`config.mk`:
```
export PLATFORM = sky130hd
export DESIGN_NAME = refcounted_latest_frame_pool_unit
export DESIGN_NICKNAME = d
export VERILOG_FILES = /design/src/sv/rlfp_pkg.sv /design/src/sv/rlfp_ram.sv /design/src/sv/rlfp_store.sv /design/src/sv/rlfp_ctrl.sv /design/src/sv/refcounted_latest_frame_pool_unit.sv
export SDC_FILE = /design/constraint.sdc
export NUM_CORES = 1
export LEC_CHECK = 0
export BUFFER_PORTS_ARGS = -buffer_cell sky130_fd_sc_hd__buf_2
export CORE_MARGIN = 2
export CORE_UTILIZATION = 43
export DETAILED_ROUTE_END_ITERATION = 8
export GPL_ROUTABILITY_DRIVEN = 0
export PLACE_DENSITY = 0.63
export SLEW_MARGIN = 10
export SYNTH_ARGS = -nofsm -noshare
export SYNTH_HDL_FRONTEND = slang
export SYNTH_HIERARCHICAL = 1
export SYNTH_SLANG_ARGS = --single-unit
```
`constraint.sdc`:
```
create_clock -name clk -period 18.6 [get_ports clk]
set_input_delay 4.65 -clock clk [delete_from_list [all_inputs] [get_ports clk]]
set_output_delay 4.65 -clock clk [all_outputs]
set_load 0.005 [all_outputs]
```
`src/sv/rlfp_pkg.sv`:
```
// ----------------------------------------------------------------------------
// rlfp_pkg
// Types and constants shared by the latest-frame pool modules.
// ----------------------------------------------------------------------------
package rlfp_pkg;

	localparam int SLOT_W = 3;
	localparam int LEN_W  = 24;
	localparam int SEQ_W  = 32;
	localparam int CNT_W  = 8;
	localparam int CFG_W  = 4;
	localparam int CMP_W  = 8;
	localparam int REQ_W  = 61;
	localparam int RES_W  = 125;

	localparam logic [CNT_W-1:0] CNT_MAX     = 8'hFF;
	localparam logic [CMP_W-1:0] MIN_SLOTS   = 8'd2;
	localparam logic [CFG_W-1:0] SLOTS_RESET = 4'd8;

	typedef enum logic [1:0] {
		ACT_ACQ_WR     = 2'd0,
		ACT_PUBLISH    = 2'd1,
		ACT_ACQ_LATEST = 2'd2,
		ACT_RELEASE    = 2'd3
	} action_t;

	typedef enum logic [1:0] {
		STAT_OK       = 2'd0,
		STAT_NONE     = 2'd1,
		STAT_BAD_SLOT = 2'd2
	} status_t;

	typedef enum logic [3:0] {
		S_IDLE,
		S_DISPATCH,
		S_SCAN,
		S_PUB_WR,
		S_PUB_RD_PREV,
		S_PUB_DEC,
		S_LAT_WR,
		S_REL_WR,
		S_DONE
	} ctrl_state_t;

	// first field in the highest bits
	typedef struct packed {
		logic [SEQ_W-1:0]  reader_last_seq;
		logic [LEN_W-1:0]  frame_length;
		logic [SLOT_W-1:0] slot;
		action_t           action;
	} req_t;

	typedef struct packed {
		logic [SEQ_W-1:0]  drop_count;
		logic [SEQ_W-1:0]  total_seq;
		logic [LEN_W-1:0]  granted_length;
		logic [SEQ_W-1:0]  granted_seq;
		logic [SLOT_W-1:0] granted_slot;
		status_t           status;
	} result_t;

endpackage

```
`src/sv/rlfp_ram.sv`:
```
// ----------------------------------------------------------------------------
// rlfp_ram
// Generic simple dual-port RAM, one write and one registered read port.
// ----------------------------------------------------------------------------
module rlfp_ram #(
	parameter int WIDTH = 8,
	parameter int DEPTH = 8,
	localparam int AW = $clog2(DEPTH)
) (
	input  logic             clk,
	input  logic             wr_en,
	input  logic [AW-1:0]    wr_addr,
	input  logic [WIDTH-1:0] wr_data,
	input  logic             rd_en,
	input  logic [AW-1:0]    rd_addr,
	output logic [WIDTH-1:0] rd_data
);

	logic [WIDTH-1:0] mem_q [DEPTH];

	always_ff @(posedge clk) begin
		if (wr_en) begin
			mem_q[wr_addr] <= wr_data;
		end
		if (rd_en) begin
			rd_data <= mem_q[rd_addr];
		end
	end

endmodule

```
`src/sv/rlfp_store.sv`:
```
// ----------------------------------------------------------------------------
// rlfp_store
// Slot table: one RAM row per slot holding count, sequence and length, with
// a valid bit per row so that rows never written read as zero after reset.
// ----------------------------------------------------------------------------
module rlfp_store #(
	parameter int WIDTH = 64,
	parameter int DEPTH = 8,
	localparam int AW = $clog2(DEPTH)
) (
	input  logic             clk,
	input  logic             arst_n,
	input  logic             wr_en,
	input  logic [AW-1:0]    wr_addr,
	input  logic [WIDTH-1:0] wr_data,
	input  logic             rd_en,
	input  logic [AW-1:0]    rd_addr,
	output logic [WIDTH-1:0] rd_data
);

	logic [DEPTH-1:0] vld_q;
	logic             vld_s1;
	logic [WIDTH-1:0] ram_data;

	rlfp_ram #(
		.WIDTH(WIDTH),
		.DEPTH(DEPTH)
	) u_ram (
		.clk    (clk),
		.wr_en  (wr_en),
		.wr_addr(wr_addr),
		.wr_data(wr_data),
		.rd_en  (rd_en),
		.rd_addr(rd_addr),
		.rd_data(ram_data)
	);

	always_ff @(posedge clk or negedge arst_n) begin
		if (!arst_n) begin
			vld_q  <= '0;
			vld_s1 <= 1'b0;
		end else begin
			if (wr_en) begin
				vld_q[wr_addr] <= 1'b1;
			end
			if (rd_en) begin
				vld_s1 <= vld_q[rd_addr];
			end
		end
	end

	assign rd_data = vld_s1 ? ram_data : '0;

endmodule

```
`src/sv/rlfp_ctrl.sv`:
```
// ----------------------------------------------------------------------------
// rlfp_ctrl
// Request sequencer: reads a slot row, modifies it and writes it back, one
// request at a time; keeps the latest-frame pointer and the global counters.
// ----------------------------------------------------------------------------
module rlfp_ctrl import rlfp_pkg::*; #(
	parameter int MAX_SLOTS   = 8,
	parameter int LENGTH_BITS = 24,
	localparam int AW = $clog2(MAX_SLOTS),
	localparam int RW = LENGTH_BITS + SEQ_W + CNT_W
) (
	input  logic             clk,
	input  logic             arst_n,
	input  logic             req_valid,
	output logic             req_ready,
	input  req_t             req,
	input  logic [CFG_W-1:0] slots_in_use,
	output logic             mem_rd_en,
	output logic [AW-1:0]    mem_rd_addr,
	output logic             mem_wr_en,
	output logic [AW-1:0]    mem_wr_addr,
	output logic [RW-1:0]    mem_wr_data,
	input  logic [RW-1:0]    mem_rd_data,
	output logic             res_valid,
	input  logic             res_ready,
	output result_t          res
);

	ctrl_state_t state_q, state_d;

	req_t                   req_q;
	logic [AW-1:0]          scan_q;
	logic [AW-1:0]          prev_q;
	status_t                st_q;
	logic [SLOT_W-1:0]      gslot_q;
	logic [SEQ_W-1:0]       gseq_q;
	logic [LEN_W-1:0]       glen_q;
	logic [AW-1:0]          latest_q;
	logic                   latest_valid_q;
	logic [SEQ_W-1:0]       pub_q;
	logic [SEQ_W-1:0]       drop_q;

	logic [CMP_W-1:0]       n_eff;
	logic [AW-1:0]          slot_addr;
	logic                   slot_bad;
	logic                   scan_last;
	logic [CNT_W-1:0]       rd_cnt;
	logic [SEQ_W-1:0]       rd_seq;
	logic [LENGTH_BITS-1:0] rd_len;
	logic [LENGTH_BITS-1:0] len_in;
	logic                   seq_differs;

	// effective slot count, clamped into [2, MAX_SLOTS]
	always_comb begin
		if (CMP_W'(slots_in_use) < MIN_SLOTS) begin
			n_eff = MIN_SLOTS;
		end else if (CMP_W'(slots_in_use) > CMP_W'(MAX_SLOTS)) begin
			n_eff = CMP_W'(MAX_SLOTS);
		end else begin
			n_eff = CMP_W'(slots_in_use);
		end
	end

	assign slot_addr   = AW'(req_q.slot);
	assign slot_bad    = CMP_W'(req_q.slot) >= n_eff;
	assign scan_last   = (CMP_W'(scan_q) + CMP_W'(1)) >= n_eff;
	assign rd_cnt      = mem_rd_data[RW-1 -: CNT_W];
	assign rd_seq      = mem_rd_data[LENGTH_BITS +: SEQ_W];
	assign rd_len      = mem_rd_data[LENGTH_BITS-1:0];
	assign len_in      = LENGTH_BITS'(req_q.frame_length);
	assign seq_differs = rd_seq != req_q.reader_last_seq;

	always_ff @(posedge clk or negedge arst_n) begin
		if (!arst_n) begin
			state_q <= S_IDLE;
		end else begin
			state_q <= state_d;
		end
	end

	always_comb begin
		state_d     = state_q;
		mem_rd_en   = 1'b0;
		mem_rd_addr = '0;
		mem_wr_en   = 1'b0;
		mem_wr_addr = '0;
		mem_wr_data = '0;
		unique case (state_q)
			S_IDLE: begin
				if (req_valid) begin
					state_d = S_DISPATCH;
				end
			end
			S_DISPATCH: begin
				unique case (req_q.action)
					ACT_ACQ_WR: begin
						mem_rd_en = 1'b1;
						state_d   = S_SCAN;
					end
					ACT_PUBLISH: begin
						if (slot_bad) begin
							state_d = S_DONE;
						end else begin
							mem_rd_en   = 1'b1;
							mem_rd_addr = slot_addr;
							state_d     = S_PUB_WR;
						end
					end
					ACT_ACQ_LATEST: begin
						if (!latest_valid_q) begin
							state_d = S_DONE;
						end else begin
							mem_rd_en   = 1'b1;
							mem_rd_addr = latest_q;
							state_d     = S_LAT_WR;
						end
					end
					ACT_RELEASE: begin
						if (slot_bad) begin
							state_d = S_DONE;
						end else begin
							mem_rd_en   = 1'b1;
							mem_rd_addr = slot_addr;
							state_d     = S_REL_WR;
						end
					end
					default: state_d = S_DONE;
				endcase
			end
			S_SCAN: begin
				// check the row read last cycle, fetch the next one meanwhile
				if (rd_cnt == '0) begin
					mem_wr_en   = 1'b1;
					mem_wr_addr = scan_q;
					mem_wr_data = {CNT_W'(1), rd_seq, rd_len};
					state_d     = S_DONE;
				end else if (scan_last) begin
					state_d = S_DONE;
				end else begin
					mem_rd_en   = 1'b1;
					mem_rd_addr = scan_q + AW'(1);
				end
			end
			S_PUB_WR: begin
				mem_wr_en   = 1'b1;
				mem_wr_addr = slot_addr;
				mem_wr_data = {rd_cnt, pub_q + SEQ_W'(1), len_in};
				state_d     = latest_valid_q ? S_PUB_RD_PREV : S_DONE;
			end
			S_PUB_RD_PREV: begin
				mem_rd_en   = 1'b1;
				mem_rd_addr = prev_q;
				state_d     = S_PUB_DEC;
			end
			S_PUB_DEC: begin
				if (rd_cnt != '0) begin
					mem_wr_en   = 1'b1;
					mem_wr_addr = prev_q;
					mem_wr_data = {rd_cnt - CNT_W'(1), rd_seq, rd_len};
				end
				state_d = S_DONE;
			end
			S_LAT_WR: begin
				if (seq_differs && rd_cnt != CNT_MAX) begin
					mem_wr_en   = 1'b1;
					mem_wr_addr = latest_q;
					mem_wr_data = {rd_cnt + CNT_W'(1), rd_seq, rd_len};
				end
				state_d = S_DONE;
			end
			S_REL_WR: begin
				if (rd_cnt != '0) begin
					mem_wr_en   = 1'b1;
					mem_wr_addr = slot_addr;
					mem_wr_data = {rd_cnt - CNT_W'(1), rd_seq, rd_len};
				end
				state_d = S_DONE;
			end
			S_DONE: begin
				if (res_ready) begin
					state_d = S_IDLE;
				end
			end
			default: state_d = S_IDLE;
		endcase
	end

	// pool-wide state
	always_ff @(posedge clk or negedge arst_n) begin
		if (!arst_n) begin
			latest_q       <= '0;
			latest_valid_q <= 1'b0;
			pub_q          <= '0;
			drop_q         <= '0;
		end else begin
			if (state_q == S_PUB_WR) begin
				pub_q          <= pub_q + SEQ_W'(1);
				latest_q       <= slot_addr;
				latest_valid_q <= 1'b1;
			end
			if (state_q == S_SCAN && rd_cnt != '0 && scan_last) begin
				drop_q <= drop_q + SEQ_W'(1);
			end
		end
	end

	// per-request working registers
	always_ff @(posedge clk) begin
		case (state_q)
			S_IDLE: begin
				req_q   <= req;
				st_q    <= STAT_OK;
				gslot_q <= '0;
				gseq_q  <= '0;
				glen_q  <= '0;
			end
			S_DISPATCH: begin
				scan_q <= '0;
				if ((req_q.action == ACT_PUBLISH || req_q.action == ACT_RELEASE)
						&& slot_bad) begin
					st_q <= STAT_BAD_SLOT;
				end
				if (req_q.action == ACT_ACQ_LATEST && !latest_valid_q) begin
					st_q <= STAT_NONE;
				end
			end
			S_SCAN: begin
				if (rd_cnt == '0) begin
					gslot_q <= SLOT_W'(scan_q);
				end else if (scan_last) begin
					st_q <= STAT_NONE;
				end else begin
					scan_q <= scan_q + AW'(1);
				end
			end
			S_PUB_WR: begin
				prev_q <= latest_q;
				gseq_q <= pub_q + SEQ_W'(1);
				glen_q <= LEN_W'(len_in);
			end
			S_LAT_WR: begin
				if (seq_differs) begin
					gslot_q <= SLOT_W'(latest_q);
					gseq_q  <= rd_seq;
					glen_q  <= LEN_W'(rd_len);
				end else begin
					st_q <= STAT_NONE;
				end
			end
			default: ;
		endcase
	end

	assign req_ready = state_q == S_IDLE;
	assign res_valid = state_q == S_DONE;

	always_comb begin
		res.status         = st_q;
		res.granted_slot   = gslot_q;
		res.granted_seq    = gseq_q;
		res.granted_length = glen_q;
		res.total_seq      = pub_q;
		res.drop_count     = drop_q;
	end

endmodule

```
`src/sv/refcounted_latest_frame_pool_unit.sv`:
```
// ----------------------------------------------------------------------------
// refcounted_latest_frame_pool_unit
// Reference-counted pool of frame slots with a latest-frame pointer.
// ----------------------------------------------------------------------------
// Usage:
//   Requests enter on the s_ stream (action, slot, frame_length,
//   reader_last_seq); one result per request leaves on the m_ stream with
//   status, granted slot/sequence/length and both global counters.
//   cfg_wr_en/cfg_wr_data set slots_in_use; write it only while idle.
//   One request is worked on at a time, through a read-modify-write of the
//   slot-table RAM (one row per slot, one read and one write port).
//   Acquire-latest and release read the row at dispatch, then update it;
//   publish writes its row, then releases the previous latest frame when
//   there is one; acquire-writable scans the rows from slot 0 onwards
//   (one slot per cycle, at most the effective slot count); a request
//   refused at dispatch (slot out of use, no latest frame) goes to the result.
//   The next request is accepted the cycle after the result is loaded into
//   the output register, even while that result still waits for m_tready;
//   a further result waits in the sequencer until the register frees.
//   Reset empties the pool: all counts, sequences and lengths read as zero,
//   no latest frame, counters zero, slots_in_use 8. No clearing pass.
// ----------------------------------------------------------------------------
module refcounted_latest_frame_pool_unit import rlfp_pkg::*; #(
	parameter int MAX_SLOTS   = 8,
	parameter int LENGTH_BITS = 24
) (
	input  logic             clk,
	input  logic             arst_n,
	input  logic             s_tvalid,
	output logic             s_tready,
	input  logic [63:0]      s_tdata,     // action, slot, frame_length, reader_last_seq
	output logic             m_tvalid,
	input  logic             m_tready,
	output logic [127:0]     m_tdata,     // status, granted_slot, granted_seq,
	                                      // granted_length, total_seq, drop_count
	input  logic             cfg_wr_en,
	input  logic [CFG_W-1:0] cfg_wr_data
);

	localparam int AW = $clog2(MAX_SLOTS);
	localparam int RW = LENGTH_BITS + SEQ_W + CNT_W;

	logic [CFG_W-1:0] slots_q;
	logic             m_tvalid_q;
	result_t          out_q;
	result_t          res;
	logic             res_valid;
	logic             res_ready;
	req_t             req;

	logic             mem_rd_en;
	logic [AW-1:0]    mem_rd_addr;
	logic             mem_wr_en;
	logic [AW-1:0]    mem_wr_addr;
	logic [RW-1:0]    mem_wr_data;
	logic [RW-1:0]    mem_rd_data;

	assign req = req_t'(s_tdata[REQ_W-1:0]);

	always_ff @(posedge clk or negedge arst_n) begin
		if (!arst_n) begin
			slots_q <= SLOTS_RESET;
		end else if (cfg_wr_en) begin
			slots_q <= cfg_wr_data;
		end
	end

	rlfp_ctrl #(
		.MAX_SLOTS  (MAX_SLOTS),
		.LENGTH_BITS(LENGTH_BITS)
	) u_ctrl (
		.clk         (clk),
		.arst_n      (arst_n),
		.req_valid   (s_tvalid),
		.req_ready   (s_tready),
		.req         (req),
		.slots_in_use(slots_q),
		.mem_rd_en   (mem_rd_en),
		.mem_rd_addr (mem_rd_addr),
		.mem_wr_en   (mem_wr_en),
		.mem_wr_addr (mem_wr_addr),
		.mem_wr_data (mem_wr_data),
		.mem_rd_data (mem_rd_data),
		.res_valid   (res_valid),
		.res_ready   (res_ready),
		.res         (res)
	);

	rlfp_store #(
		.WIDTH(RW),
		.DEPTH(MAX_SLOTS)
	) u_store (
		.clk    (clk),
		.arst_n (arst_n),
		.wr_en  (mem_wr_en),
		.wr_addr(mem_wr_addr),
		.wr_data(mem_wr_data),
		.rd_en  (mem_rd_en),
		.rd_addr(mem_rd_addr),
		.rd_data(mem_rd_data)
	);

	// output register: load when empty or being drained
	assign res_ready = !m_tvalid_q || m_tready;

	always_ff @(posedge clk or negedge arst_n) begin
		if (!arst_n) begin
			m_tvalid_q <= 1'b0;
		end else if (res_valid && res_ready) begin
			m_tvalid_q <= 1'b1;
		end else if (m_tready) begin
			m_tvalid_q <= 1'b0;
		end
	end

	always_ff @(posedge clk) begin
		if (res_valid && res_ready) begin
			out_q <= res;
		end
	end

	assign m_tvalid = m_tvalid_q;
	assign m_tdata  = {(128 - RES_W)'(0), out_q};

endmodule
```
* After elaboration in Yosys (flattened, before gate mapping)
Memories as Yosys holds them, arrays and structs flattened. A register that Yosys moved wholly into a read port is not among the register bits.
Cells that the tools add are included.
** Word-level totals
- Register bits after elaboration :: 339
- Memory bits (writable) :: 512
- Input bits :: 73
- Output and inout port bits :: 130
- Logic and storage cells :: 153
- Memories :: 1
** Cells by class
- $add $sub $neg :: 6
- $lt $le $gt $ge :: 7
- Eq/ne operators :: 23
- Mux-type cells :: 62
- Bitwise logic cells :: 1
- Reduce and logical (&&, ||, !) cells :: 28
** Memories
- u_store.u_ram.mem_q :: depth 8, width 64, rd ports 1, clocked after Yosys merged registers in 1, write ports 1, line rlfp_ram.sv:19 : logic [WIDTH-1:0] mem_q [DEPTH];
** Operator list (number)
- $pmux W64 S4 :: 1
- $mux W64 :: 3
- $pmux W32 S3 :: 1
- $pmux W24 S3 :: 1
- $add A32 B1 Y32 const B :: 2
- $mux W57 :: 1
- $mux W4 :: 10
- $mux W3 :: 12
- $mux W32 :: 1
- $ne A32 B32 Y1 :: 1
- $pmux W4 S7 :: 1
- $mux W24 :: 1
- $pmux W3 S3 :: 2
- $eq A4 B3 Y1 const B :: 4
- $pmux W4 S4 :: 1
- $pmux W3 S5 :: 1
- $mux W1 :: 13
- $pmux W3 S2 :: 2
- $mux W2 :: 5
- $reduce_and A3 Y1 :: 3
- $add A8 B1 Y8 const B :: 1
- $eq A4 B2 Y1 const B :: 2
- $ge A8 B4 Y1 :: 1
- $logic_not A8 Y1 :: 1
- other kinds (35) :: 56

* Depth between registers and ports, before layout
Gate-level depths: netlist of run 1.
- Depth in word-level cells :: 10
- Depth in mapped cells :: 15
- Gate-level depth less buffers :: 12

* Modules after synthesis
The synthesis of run 1 kept the hierarchy.
** By module, submodules not included
- rlfp_ram :: times used 1, cells an instance 816, area an instance 21187.8 µm², sequential area each 17296.6 µm²
- rlfp_ctrl :: times used 1, cells an instance 980, area an instance 10065.9 µm², sequential area each 5645.4 µm²
- refcounted_latest_frame_pool_unit :: times used 1, cells an instance 141, area an instance 3970.1 µm², sequential area each 3880.0 µm²
- rlfp_store :: times used 1, cells an instance 100, area an instance 833.3 µm², sequential area each 225.2 µm²

* Worst setup path before layout of run 1
OpenSTA, ideal clock, no wires.
- Path kind :: register to output
- Start :: reg u_ctrl.state_q[1]
- End :: out s_tready
- Arrival time :: 6713 ps
- Required time :: 13950 ps
- Path slack :: 7237 ps
- Stages on the path, launching flop included :: 3
- Path buffers :: 1
- Cell sequence :: dfrtp_1 -> clkbuf_1 -> nor4_1
** On the way
- Longest elaborated chain between the ends :: 1
** RTL lines
- start: declaration :: line rlfp_ctrl.sv:29 : ctrl_state_t state_q, state_d;
- start signal: assignment :: line rlfp_ctrl.sv:77 : state_q <= state_d;
- $logic_not A4 Y1 :: line rlfp_ctrl.sv:254 : assign req_ready = state_q == S_IDLE;
- end: declaration :: line refcounted_latest_frame_pool_unit.sv:30 : output logic s_tready,
Every way passes these cells.

* Worst setup path after layout of run 1
Same ends and word-level chain as after synthesis.

==> flow_summary.yaml, run 1 <==
setup_path:
  worstSetupStartpoint: "u_ctrl/state_q[1]"
  max_stage_delay_ns: 0.56
  cp_data_required_time_ns: 13.95
  cp-end-kind: "output port"
  crit_family: "buffers and inverters"
  slowest_stage: "dfrtp_1"
  cp.arrival_ns: 2.26
  crit_buf_inv: 2
  cp_max_fo: 28
  crit_type: "flip-flop to output port"
  timing.rr.start: "u_store/vld_s1"
  crit_chain: "nor4_2 > buf_4 > buf_2"
  cp-start-kind: "flip-flop"
place:
  place_area_sq_um: 38300
  dp_hpwl_um: 44800
  portBuffers: 196
floorplan:
  die_w_um: 294
  placementRows: 106
  core_area_sq_um: 83300
  dieArea_sq_um: 86200
  die_h_um: 294
  initial_core_util_pct: 43.3
  io_pins: 203
sta:
  fin_worst_skew_ns: 0.0271
  rsz0062_at_grt: "false"
  fmax_mhz: 145
  maxSlewHeadroom_pct: 20.6
  drv_slew: 0
  finalSetupTns_ns: 0
  worstMarginPinSlew_ns: 1.19
  period_share_pct: 37.1
  hold_violations: 0
  finalSetupViolCount: 0
  fin_crit_ns: 6.91
yosys:
  yosysTopAreaCell: "edfxtp_1"
  ys_seq_area_share_pct: 75.0
  synthCells: 2037
  yosysMostFrequentCell: "edfxtp_1"
  synth.avg_cell_area_sq_um: 17.7
  synthFlopType: "edfxtp_1"
  synth_edf_count: 829
  synthArstFlopShare_pct: 9.40
  syn-cell-area_sq_um: 36100
  synth.top_cells.by_area: "edfxtp_1, mux4_2, dfrtp_1"
  synth-warning-count: 6
  ys_seq_elements: 915
  synth_top_area_share_pct: 69.0
  yosys-top-cells-count: "edfxtp_1, nand2_1, mux4_2"
  synth_cell_types: 63
hold_path:
  hold_start: "u_ctrl/gseq_q[30]"
  hp-class: "flip-flop to flip-flop"
global_route:
  grt_usage_pct: 18.3
  grt_pass1_vias: 18800
  grt_max_degree: 101
  antenna_found_initial: 1
  grt_pass1_wl_um: 118000
  gr-total-overflow: 0
finish:
  nets: 2364
  area_growth_pct: 14.6
  fillers: 6783
  multi_input_area_sq_um: 8400
  stdcell_area_sq_um: 41300
  regArea_sq_um: 27100
  diodes: 0
  drive_gt1_share_pct: 25.4
clocking:
  clkTransAtPathRegs_ns: 0.06
  hold_buffers: 0
  insertion_delay_ns: 0.65
  cts.htree.levels: 3
  root_buffer: "clkbuf_16"
  numClockSinks: 915
  cts_resized: 0
  cts_tree: "built"
  cts_buffers: 94
  cts_setup_buffers: 0
  clockBufferDepth: 3
routing:
  routed_wl_um: 79100
  drc: 0
  post_drt_wl_per_cell_um: 23.1
  drt_iter0_drc: 1547
  avgViaCountPerCell: 5.49
  first_pass_iters: 6
  drtAntennaViolNets: 0
  via_count: 18850
power_and_ir_drop:
  powerDensity_nw_per_um2: 154
  ir_worst_vdd_mv: 0.147
  p_leak_nw: 14.6
run:
  maxCapViolations: 0
outcome:
  status: "completed"
[routing by layer]
metal,routed length (um),GRT usage (%),vias to the layer above
met5,0,0,-
met4,1790,5.26,0
met3,4760,3.01,116
met2,37600,29.1,678
met1,34900,26.1,9789
li1,-,-,8267
[layout make-up]
cell class | instances | share of cell area [%]
flip-flops and latches | 915 | 65.5
multi-input cells | 964 | 20.3
clock buffers | 123 | 6.03
well taps | 1080 | 3.27
repair buffers | 227 | 2.97
clock inverters | 45 | 1.23
inverters | 77 | 0.700
[worst reg2reg max path, cell delays in order (launching register included)]
cell,delay [ns]
dfrtp_4,0.54
buf_4,0.65
and2_1,0.33
inv_1,0.11
ha_1,0.26
or4b_4,0.25
or4_1,0.31
nand2_2,0.11
nor2_1,0.43
a221o_4,0.89
buf_4,0.95
mux4_2,0.61
mux2_2,0.27
[through the flow]
step | cells | setup slack (ns) | utilization [%] | power [mW] | hold WS, ns
2_1_floorplan | 2039 | 7.24 | - | 4.09 | 0.400
3_3_place_gp | 3263 | 11.66 | 46.0 | 4.53 | 0.404
3_5_place_dp | 3263 | 11.56 | 46.0 | 4.57 | 0.405
4_1_cts | 3431 | 11.62 | 49.6 | 6.41 | 0.411
5_1_grt | 3431 | 11.52 | 49.6 | 6.63 | 0.417
6_report | 3431 | 11.69 | 49.6 | 6.35 | 0.413
[cells by family (layout without fill, tap and decap cells)]
family          Yosys count  after routing  synth area share (%)
xor+xnor                115            115                  2.79
buf+inv                 160            472                  2.09
mux                     206            206                  10.4
other cells               1              3                0.0104
flops                   915            915                  75.0
fa+ha+maj                12             12                 0.416
simple gates            474            474                  6.43
compound gates          154            154                  2.82
[report_power, final]
part | leakage (nW) | total (mW) | switching [mW] | internal (mW)
Sequential | 8.92 | 2.93 | 0.131 | 2.80
Combinational | 4.18 | 1.59 | 0.950 | 0.636
Clock | 1.46 | 1.84 | 0.766 | 1.07
Total | 14.6 | 6.35 | 1.85 | 4.50
[flip-flops by register name, indices dropped and copies added, names as in the netlist, 4 cells and up]
signal                 cells
u_ctrl/gseq_q             32
u_ctrl/pub_q              32
u_ctrl/drop_q             32
u_ctrl/req_q              34
u_store/u_ram/rd_data     64
m_tdata                  125
u_ctrl/glen_q             24
u_ctrl/state_q             4
u_ctrl/len_in             24
u_store/vld_q              8
u_store/u_ram/mem_q      512
slots_q                    4
[final timing paths]
| check | end | cells after the start | slack, ns |
|---|---|---|---|
| max in group asynchronous | u_ctrl/pub_q[1] | 2 | 13.51 |
| max | s_tready | 3 | 11.69 |
| min in group asynchronous | u_ctrl/drop_q[3] | 1 | 3.93 |
| min reg2reg | m_tdata[35] | 0 | 0.41 |
| max reg2reg | u_store/u_ram/rd_data[37] | 12 | 12.65 |
| min | m_tdata[35] | 0 | 0.41 |
[cell usage in the layout (no fill, tap or decap), types with 30 or more instances in the layout]
| cell | synthesis | routed |
|---|---|---|
| dfrtp_1 | 85 | 84 |
| xnor2_1 | 69 | 69 |
| mux2_2 | 69 | 69 |
| buf_2 | 7 | 195 |
| xor2_1 | 46 | 46 |
| nand2_1 | 199 | 199 |
| clkbuf_16 | 0 | 95 |
| o21ai_0 | 67 | 67 |
| inv_1 | 77 | 76 |
| buf_4 | 7 | 31 |
| edfxtp_1 | 829 | 829 |
| nand3_1 | 31 | 30 |
| nor2_1 | 51 | 45 |
| mux4_2 | 129 | 129 |
| and2_1 | 75 | 73 |
Power figures use the tool's default switching activity.
==> run 2: changes to the inputs <==
--- a/config.mk
+++ b/config.mk
@@ -5,12 +5,13 @@
 export SDC_FILE = /design/constraint.sdc
 export NUM_CORES = 1
 export LEC_CHECK = 0
+export ABC_AREA = 1
 export BUFFER_PORTS_ARGS = -buffer_cell sky130_fd_sc_hd__buf_2
 export CORE_MARGIN = 2
 export CORE_UTILIZATION = 43
 export DETAILED_ROUTE_END_ITERATION = 8
 export GPL_ROUTABILITY_DRIVEN = 0
-export PLACE_DENSITY = 0.63
+export PLACE_DENSITY = 0.65
 export SLEW_MARGIN = 10
 export SYNTH_ARGS = -nofsm -noshare
 export SYNTH_HDL_FRONTEND = slang
==> constraint.sdc (replaced) <==
create_clock -name clk -period 6.1 [get_ports clk]
set_input_delay 1.525 -clock clk [delete_from_list [all_inputs] [get_ports clk]]
set_output_delay 1.525 -clock clk [all_outputs]
set_load 0.005 [all_outputs]
==> flow_summary.yaml, run 2 <==
power_and_ir_drop:
  ir_worst_vdd_mv: 0.384
  report.power.total_mw: 20.9
  powerDensity_nw_per_um2: 449
  p_leak_nw: 20.2
yosys:
  synth_edf_count: 829
  ys_seq_elements: 915
  synthCells: 4183
  synthFlopType: "edfxtp_1"
  synth_cell_types: 44
  syn-cell-area_sq_um: 41300
  synth_top_area_share_pct: 60.2
  synth.top_cells.by_area: "edfxtp_1, nand2_1, inv_1"
  ys_seq_area_share_pct: 65.4
  synthArstFlopShare_pct: 9.40
  synth-warning-count: 6
  yosys-top-cells-count: "nand2_1, edfxtp_1, inv_1"
  yosysMostFrequentCell: "nand2_1"
  yosysTopAreaCell: "edfxtp_1"
  synth.avg_cell_area_sq_um: 9.88
setup_path:
  slowest_stage: "o21ai_0"
  cp-start-kind: "flip-flop"
  cp_data_required_time_ns: 6.42
  max_stage_delay_ns: 0.74
  r2r_cells: 16
  worst_path_most_repeated_cell: "nand2_1"
  cp.arrival_ns: 5.13
  cp-end-kind: "flip-flop"
  crit_type: "flip-flop to flip-flop"
  reg2reg_setup_slack_ns: 1.28
  cp_max_fo: 46
  crit_chain: "buf_12 > nand2_1 > inv_1 > inv_1 > nand2_1 > nand2_1 > nand2_1 > nor2_1 > nand2_1 > nor2_1 > nand2_2 > nand3_1 > o21ai_0 > nand2_1 > nor2_4 > buf_12"
floorplan:
  die_h_um: 314
  placementRows: 113
  die_w_um: 314
  dieArea_sq_um: 98700
  initial_core_util_pct: 43.5
  core_area_sq_um: 95200
  io_pins: 203
sta:
  rsz0062_at_grt: "false"
  hold_violations: 0
  finalSetupTns_ns: 0
  worstMarginPinSlew_ns: 1.12
  fin_crit_ns: 4.82
  finalSetupViolCount: 0
  maxSlewHeadroom_pct: 25.6
  drv_slew: 0
  layout_setup_ws_ns: 1.28
  fmax_mhz: 208
  fin_worst_skew_ns: 0.0219
  period_share_pct: 79.0
  holdWs_ns: 0.416
global_route:
  grt_max_degree: 183
  grt_pass1_wl_um: 157000
  grt_pass1_vias: 26743
  grt_usage_pct: 20.7
  gr-total-overflow: 0
  antenna_found_initial: 7
finish:
  drive_gt1_share_pct: 9.63
  nets: 4415
  fillers: 8426
  final_cells: 5672
  layout_common_cells: "nand2_1, edfxtp_1, inv_1, nand3_1, buf_2"
  largest_reg_flops: 512
  top_register: "u_store/u_ram/mem_q"
  area_growth_pct: 12.5
  final_util_pct: 48.9
  stdcell_area_sq_um: 46500
  layout_commonest_cell: "nand2_1"
routing:
  first_pass_iters: 7
  drtAntennaViolNets: 0
  via_count: 28655
  drc: 0
  routed_wl_um: 104000
  avgViaCountPerCell: 5.05
  drt_iter0_drc: 3049
  post_drt_wl_per_cell_um: 18.4
run:
  maxCapViolations: 0
place:
  portBuffers: 196
  dp_cells: 5505
  dp_hpwl_um: 61500
  place_area_sq_um: 43500
  dp_worst_setup_slack_ns: 1.36
clocking:
  insertion_delay_ns: 0.66
  clockBufferDepth: 3
  hold_buffers: 0
  cts.htree.levels: 3
  cts_buffers: 88
  root_buffer: "clkbuf_16"
  clkTransAtPathRegs_ns: 0.06
  numClockSinks: 915
  cts_setup_buffers: 0
  cts_tree: "built"
  cts_resized: 0
hold_path:
  hp-class: "flip-flop to flip-flop"
  whs_path_depth: 0
outcome:
  status: "completed"
==> run 2: changes by cell type in the layout (fill, tap and decap cells not counted), moves of 20 or more <==
cell     before   now
and2_1       73     1
nand2_1     199  1257
nand3_1      30   455
mux4_2      129     0
mux2_2       69     0
o31ai_1       0    20
nor2_1       45   118
xnor2_1      69    27
inv_1        76   811
o21ai_0      67   141
nand4_1      21    73
==> run 2: cell families (layout without fill, tap and decap cells) <==
logic type,after synthesis,count (layout),share of synthesized area [%]
XOR/XNOR,59,59,1.25
buffers and inverters,1004,1224,9.96
other,1,5,0.00907
flip-flops,915,915,65.4
adder cells (fa/ha/maj),12,12,0.363
AND/OR/NAND/NOR,1979,1979,20.1
AO/OA/AOI/OAI,213,213,2.86
==> run 2: area by class of cell <==
type,instances,area [sq um],share of cell area [%]
clock inverter,61,721,1.55
timing repair buffer,232,1430,3.07
multi-input combinational,2266,10300,22.2
sequential,915,27000,58.1
inverter,827,3120,6.71
clock buffer,104,2300,4.95
antenna,2,5.00,0.0108
tap,1265,1580,3.40
==> run 2: per-layer routing <==
metal	global-route usage, %	share of wire [%]
met1	27.8	42
met2	35.0	48
met3	3.43	7.7
met4	5.52	2.2
met5	0	0.046
==> run 2: path summary, 6_finish.rpt <==
| path | start | endpoint |
|---|---|---|
| worst max-delay path | u_store/vld_s1 | u_store/u_ram/mem_q[3][30] |
| worst min-delay path | u_ctrl/gseq_q[9] | m_tdata[14] |
| worst max register to register | u_store/vld_s1 | u_store/u_ram/mem_q[3][30] |
| worst min register to register | u_ctrl/gseq_q[9] | m_tdata[14] |
| max in group asynchronous | arst_n | u_ctrl/pub_q[7] |
| min in group asynchronous | arst_n | u_ctrl/drop_q[15] |
==> run 2: worst max-delay path: cells and delay by family (launching register included) <==
kind                   cells  cell delay, ns
buffers and inverters      4            0.98
flip-flops                 1            0.73
AO/OA/AOI/OAI              1            0.74
AND/OR/NAND/NOR           11            1.95
==> run 2: report_power, final <==
group | switching, mW | internal, mW
combinational | 4.63 | 1.55
sequential | 0.415 | 8.62
clock | 2.37 | 3.32
